==> src/sv/rmf_pkg.sv <==
// ----------------------------------------------------------------------------
// rmf_pkg: shared types and constants of the running median filter
// Window length, sample and age widths, and the records that pass between
// neighboring cells of the sorted window.
// ----------------------------------------------------------------------------
package rmf_pkg;

   localparam int WINDOW   = 9;
   localparam int SAMPLE_W = 12;
   localparam int AGE_W    = $clog2(WINDOW);
   localparam int MID      = WINDOW / 2;

   typedef logic [SAMPLE_W-1:0] sample_type;
   typedef logic [AGE_W-1:0]    age_type;

   localparam age_type    AGE_MAX = age_type'(WINDOW - 1);
   localparam sample_type MARKER  = sample_type'(0);
   localparam sample_type SUBST   = sample_type'(1);

   // Stored contents of one cell.
   typedef struct packed {
      sample_type value;
      age_type    age;
   } cell_entry_type;

   // Handed from a cell to its right neighbor in the same cycle.
   typedef struct packed {
      logic           del_seen;  // oldest entry is at or left of this cell
      logic           above;     // compacted entry here is larger than the sample
      cell_entry_type packed_e;  // compacted entry at this position
   } cell_link_type;

endpackage

==> src/sv/rmf_cell.sv <==
// ----------------------------------------------------------------------------
// rmf_cell: one position of the sorted window
// Holds one value and its age. Each transaction, drop the oldest entry,
// close the gap, age the rest, and insert the new sample at its sorted place.
// ----------------------------------------------------------------------------
module rmf_cell import rmf_pkg::*; (
   input  logic           clock,
   input  logic           reset,
   input  logic           advance,
   input  logic           last_cell,
   input  age_type        rst_age,
   input  sample_type     sample,
   input  cell_link_type  left_link,
   input  cell_entry_type right_entry,
   output cell_link_type  right_link,
   output cell_entry_type entry,
   output sample_type     next_value
);

   sample_type value_ff, value_in;
   age_type    age_ff, age_in;

   logic           del_seen;
   cell_entry_type compact;
   logic           above;

   function automatic age_type age_up(input age_type a);
      age_up = (a < AGE_MAX) ? a + age_type'(1) : a;
   endfunction

   always_comb begin
      del_seen = left_link.del_seen | (age_ff == AGE_MAX);
      compact  = del_seen ? right_entry : cell_entry_type'{value: value_ff, age: age_ff};
      above    = last_cell | (compact.value > sample);

      if (!advance) begin
         value_in = value_ff;
         age_in   = age_ff;
      end else if (!above) begin
         value_in = compact.value;
         age_in   = age_up(compact.age);
      end else if (left_link.above) begin
         // shift right by one to open the insertion slot
         value_in = left_link.packed_e.value;
         age_in   = age_up(left_link.packed_e.age);
      end else begin
         value_in = sample;
         age_in   = '0;
      end
   end

   always_ff @(posedge clock) begin
      if (reset) begin
         value_ff <= '0;
         age_ff   <= rst_age;
      end else begin
         value_ff <= value_in;
         age_ff   <= age_in;
      end
   end

   assign right_link = '{del_seen: del_seen, above: above, packed_e: compact};
   assign entry      = '{value: value_ff, age: age_ff};
   assign next_value = value_in;

endmodule

==> src/sv/rmf_outq.sv <==
// ----------------------------------------------------------------------------
// rmf_outq: two-entry result buffer
// Output register plus one skid entry, so a new sample is taken while a
// finished median still waits on a stalled consumer.
// ----------------------------------------------------------------------------
module rmf_outq import rmf_pkg::*; (
   input  logic       clock,
   input  logic       reset,
   input  logic       push,
   input  sample_type push_median,
   output logic       full,
   output logic       rsp_valid,
   input  logic       rsp_stall,
   output sample_type rsp_median
);

   logic       out_valid_ff, out_valid_in;
   sample_type out_median_ff, out_median_in;
   logic       skid_valid_ff, skid_valid_in;
   sample_type skid_median_ff, skid_median_in;

   always_comb begin
      out_valid_in   = out_valid_ff;
      out_median_in  = out_median_ff;
      skid_valid_in  = skid_valid_ff;
      skid_median_in = skid_median_ff;
      if (!out_valid_ff || !rsp_stall) begin
         if (skid_valid_ff) begin
            out_valid_in  = 1'b1;
            out_median_in = skid_median_ff;
            skid_valid_in = 1'b0;
         end else begin
            out_valid_in  = push;
            out_median_in = push_median;
         end
      end else if (push) begin
         skid_valid_in  = 1'b1;
         skid_median_in = push_median;
      end
   end

   always_ff @(posedge clock) begin
      if (reset) begin
         out_valid_ff  <= 1'b0;
         skid_valid_ff <= 1'b0;
      end else begin
         out_valid_ff  <= out_valid_in;
         skid_valid_ff <= skid_valid_in;
      end
      out_median_ff  <= out_median_in;
      skid_median_ff <= skid_median_in;
   end

   assign full       = skid_valid_ff;
   assign rsp_valid  = out_valid_ff;
   assign rsp_median = out_median_ff;

endmodule

==> src/sv/running_median_filter.sv <==
// ----------------------------------------------------------------------------
// running_median_filter: running median over a sliding window of samples
// A row of WINDOW cells keeps the last WINDOW samples sorted by value, each
// with its age. Every transaction retires the oldest entry and inserts the
// new sample; the middle cell gives the median.
//
//   channel  ports                         direction  payload
//   req      req_valid / req_stall         in         req_sample  [11:0]
//   rsp      rsp_valid / rsp_stall         out        rsp_median  [11:0]
//
// One sample per clock while req_stall is low. The window update is
// combinational across the cell chain: the delete flag and the compacted
// entries ripple cell to cell, so the chain length (WINDOW) sets its depth.
// The median reaches rsp via the output register, or the skid entry first.
// Reset clears the window to zeros with ages zero to WINDOW-1 in cell order;
// the median stays zero until more than half the window holds samples.
// A stalled rsp parks one result in a skid entry; req_stall rises only when
// that entry is occupied too.
// ----------------------------------------------------------------------------
module running_median_filter import rmf_pkg::*; (
   input  logic       clock,
   input  logic       reset,
   input  logic       req_valid,
   output logic       req_stall,
   input  sample_type req_sample,
   output logic       rsp_valid,
   input  logic       rsp_stall,
   output sample_type rsp_median
);

   logic           advance;
   sample_type     sample;
   cell_link_type  link  [WINDOW+1];
   cell_entry_type entry [WINDOW];
   sample_type     next_value [WINDOW];
   logic           queue_full;

   // take the transaction only when the skid entry is free
   assign advance = req_valid & ~queue_full;
   assign req_stall = queue_full;

   // swap the reserved marker value for one
   assign sample = (req_sample == MARKER) ? SUBST : req_sample;

   // nothing deleted and nothing larger to the left of the first cell
   assign link[0] = '0;

   for (genvar i = 0; i < WINDOW; i++) begin : g_cell
      cell_entry_type right_entry;

      if (i == WINDOW - 1) begin : g_end
         assign right_entry = '0;
      end else begin : g_mid
         assign right_entry = entry[i+1];
      end

      rmf_cell u_cell (
         .clock       (clock),
         .reset       (reset),
         .advance     (advance),
         .last_cell   (i == WINDOW - 1),
         .rst_age     (age_type'(i)),
         .sample      (sample),
         .left_link   (link[i]),
         .right_entry (right_entry),
         .right_link  (link[i+1]),
         .entry       (entry[i]),
         .next_value  (next_value[i])
      );
   end

   // capture the median of the updated window
   rmf_outq u_outq (
      .clock       (clock),
      .reset       (reset),
      .push        (advance),
      .push_median (next_value[MID]),
      .full        (queue_full),
      .rsp_valid   (rsp_valid),
      .rsp_stall   (rsp_stall),
      .rsp_median  (rsp_median)
   );

   // -------------------------------------------------------------------------
   // checks
   // -------------------------------------------------------------------------
   logic [WINDOW-1:0] oldest_vec;
   logic [WINDOW-2:0] ordered_vec;

   always_comb begin
      for (int k = 0; k < WINDOW; k++) begin
         oldest_vec[k] = (entry[k].age == AGE_MAX);
      end
      for (int k = 0; k < WINDOW - 1; k++) begin
         ordered_vec[k] = (entry[k].value <= entry[k+1].value);
      end
   end

   a_one_oldest: assert property (@(posedge clock) disable iff (reset)
      $onehot(oldest_vec))
      else $error("window must hold exactly one oldest entry");

   a_sorted: assert property (@(posedge clock) disable iff (reset)
      &ordered_vec)
      else $error("window lost ascending order");

   a_skid_needs_out: assert property (@(posedge clock) disable iff (reset)
      req_stall |-> rsp_valid)
      else $error("skid entry occupied with empty output register");

   a_result_follows: assert property (@(posedge clock) disable iff (reset)
      advance |=> rsp_valid)
      else $error("accepted sample produced no result");

endmodule

==> config.mk <==
export PLATFORM = sky130hd
export DESIGN_NAME = running_median_filter
export DESIGN_NICKNAME = d
export VERILOG_FILES = /design/src/sv/rmf_pkg.sv /design/src/sv/rmf_cell.sv /design/src/sv/rmf_outq.sv /design/src/sv/running_median_filter.sv
export SDC_FILE = /design/constraint.sdc
export NUM_CORES = 1
export LEC_CHECK = 0
export ABC_CLOCK_PERIOD_IN_PS = 11550
export BUFFER_PORTS_ARGS = -buffer_cell sky130_fd_sc_hd__buf_2
export CORE_AREA = 2 2 155 157
export DETAILED_ROUTE_END_ITERATION = 8
export DIE_AREA = 0 0 157 159
export GPL_TIMING_DRIVEN = 0
export PLACE_DENSITY = 0.7
export SLEW_MARGIN = 20
export SYNTH_ARGS = -nofsm -noshare
export SYNTH_HDL_FRONTEND = slang
export SYNTH_SLANG_ARGS = --single-unit
==> constraint.sdc <==
create_clock -name clock -period 11.55 [get_ports clock]
set_input_delay 0.5775 -clock clock [delete_from_list [all_inputs] [get_ports clock]]
set_output_delay 0.5775 -clock clock [all_outputs]
set_load 0.1 [all_outputs]
==> metrics <==
CP Data Required Time 11870 ps; Mean Syn Cell Area 8.21 sq um; diode count 0; Post-layout nets 1688; largest net degree at the start of global routing 18; number of CTS-inserted buffers 17; Ports 30; WS Path Type in2reg; gpl congestion 0.996; CTS Buffer Depth 2; Reg-to-Reg End g_cell[5].u_cell.value_ff[3]; Overall Global Routing Usage 0.342; RR Startpoint g_cell[4].u_cell.age_ff[3]; Min Clock Period, post-route 5390 ps; area share of the leading cell type in the synthesized netlist 0.233; sequential area share after synthesis 0.290; grt total ovfl 0; Resized cells post-CTS 0; core region area 0.0232 sq mm; Gate power share 0.309; vias 12200; synthesized area 0.0126 sq mm; fraction of layout cells with a size suffix above 1 0.125; pwr/cell area 141 mW/mm^2; relative slew slack 0.284; R2R setup slack 6470 ps; cell accounting for the most synthesized area dfxtp_1; CTS root buf clkbuf_16; final non-filler cell total 1900; Max Clk Rate 185 MHz; initial antenna violation count 0; DRC viols 0; maxcap violations 0; Hold Path Class reg2reg; clk sinks 170; die area 0.0250 sq mm; r2r worst-path depth 16; # setup viols final 0; first-pass GRT wire length 65.7 mm; count leader, synth nand2_1; Clock Latency Late Sink 450 ps; power share of the sequential group 0.364; switching share of power 0.366; Final Skew 13.7 ps; crit path DAT 5710 ps; clock power share 0.327; Die X 157 microns; CTS tree yes; cells after synthesis 1531; final hold viol count 0; die height 159 microns; RSZ-0062 raised after global routing false; postcts setup bufs 0; CP Launch Type input pin; Starting Density 0.542; WHS Path Cells 2; syn_nets 1651; Most used DFF post-synth dfxtp_1; Area Overhead vs Synth 8.85%; post-synthesis async set-or-reset flop share 0; # H-tree levels 4; clock slew at reported path FFs 80 ps; CP Capture Type flip-flop; Commonest cells post-synth nand2_1 (165), nor2_1 (163), dfxtp_1 (146), o21ai_0 (126), a21oi_1 (109); hold path endpoint g_cell[0].u_cell.value_ff[4]; startpoint of the worst hold path g_cell[0].u_cell.value_ff[4]; status finished, final reports clean; worst-path maximum fanout 11; period utilisation layout 0.467; final slew viol count 0; vias in the first global route 11900; synth top area cells dfxtp_1 (23%), ha_1 (10%), mux2_2 (9.3%), mux2i_1 (6.4%), edfxtp_1 (5.7%); routed length per placed instance 22.6 microns; Routed WL 42.9 mm; Leak 0.00573 uW; vias per inst 6.42; count of cell types in the netlist 75; Post-synth EDFFs 24; Initial DRC Count 1348; hold buffers post-CTS 0; setup TNS 0 ps; Rows 56; Port-buffer cells 18; Worst-Margin Slew 1070 ps; peak supply drop 86.6 uV; flop and latch count out of synthesis 170; Net Switching 704 uW; P_int 1220 uW; Ys Warns 0; iteration count of the initial detailed-routing pass 9; dpl cells 1868; DP Wirelength 31.9 mm; Final ANT Viol Nets 0
==> state kept, by name, summed over array words and instances (netlist names) <==
name	cells
u_outq.rsp_valid	1
u_outq.full	1
u_outq.rsp_median	12
u_outq.skid_median_ff	12
g_cell.u_cell.age_ff	36
g_cell.u_cell.value_ff	108
==> layout make-up <==
type,count,area (sq um)
fillers,2137,9520
multi-input cells,1203,8260
flip-flops and latches,170,3640
plain buffers,109,473
clock buffers,19,443
well taps,319,399
inverters,49,184
clock inverters,13,180
repair buffers,18,90.1
==> power by group through the flow <==
stage          Clock [uW]  Sequential (uW)  Combinational, uW
2_1_floorplan           0              739                396
3_3_place_gp            0              709                563
3_5_place_dp            0              710                575
4_1_cts               631              697                579
5_1_grt               653              703                642
6_report              629              699                595
==> metal layers <==
| metal | GRT usage | vias up | part of all wire |
|---|---|---|---|
| li1 | - | 5644 | - |
| met1 | 0.419 | 5821 | 0.39 |
| met2 | 0.550 | 564 | 0.46 |
| met3 | 0.0909 | 173 | 0.092 |
| met4 | 0.179 | 0 | 0.057 |
| met5 | 0 | - | 0 |
==> placed cells by master, fill, tap and decap left out, types with 17 or more instances in the layout <==
cell type	netlist	layout
a211oi_1	40	40
a21oi_1	109	109
a22oi_1	23	23
buf_2	18	36
clkbuf_1	78	79
clkbuf_16	0	17
dfxtp_1	146	146
edfxtp_1	24	24
ha_1	104	104
inv_1	49	49
mux2_2	104	104
mux2i_1	80	80
nand2_1	165	165
nand4_1	21	21
nor2_1	163	163
nor2b_1	20	20
nor3_1	45	45
o21ai_0	126	126
==> kinds of logic (layout without fill, tap and decap cells) <==
group / Yosys count / after routing / share of synthesized area
XOR/XNOR: 21 / 21 / 0.0146
AO/OA/AOI/OAI: 406 / 406 / 0.201
buffers and inverters: 158 / 208 / 0.0523
flip-flops: 170 / 170 / 0.290
multiplexers: 185 / 185 / 0.158
adder cells (fa/ha/maj): 104 / 104 / 0.104
AND/OR/NAND/NOR: 487 / 487 / 0.180
==> metrics by stage <==
step	area, sq um	setup WS, ps	util	total power, uW	hold WS (ps)
finish	13700	6160	0.590	1920	461
global route	13700	6030	0.590	2000	486
CTS	13700	6380	0.590	1910	464
detailed placement	13100	5960	0.563	1290	449
global placement	13100	6010	0.563	1270	436
floorplan	12600	7540	-	1140	425
==> worst max path at each step <==
stage,to,startpoint,cells past startpoint,slack (ps)
final,g_cell[5].u_cell.value_ff[3],req_sample[4],14,6160
after CTS,g_cell[5].u_cell.value_ff[3],req_sample[4],14,6380
after global placement,u_outq.rsp_median[9],req_sample[4],13,6010
after global routing,g_cell[5].u_cell.value_ff[3],req_sample[4],14,6030
after detailed placement,g_cell[5].u_cell.value_ff[5],req_sample[4],14,5960
after floorplan,g_cell[5].u_cell.value_ff[10],g_cell[0].u_cell.age_ff[0],17,7540
==> worst max-delay path, stage by stage <==
cell      delay (ps)
clkbuf_1         700
nor4_1           150
a31oi_1          880
inv_1            670
ha_1             410
nor2b_1          110
o211ai_1         100
a21o_1           170
a21oi_1          630
clkbuf_1         470
nor2_1           200
clkbuf_1         280
a22oi_1          230
o21ai_0          130
Power figures use the tool's default switching activity.
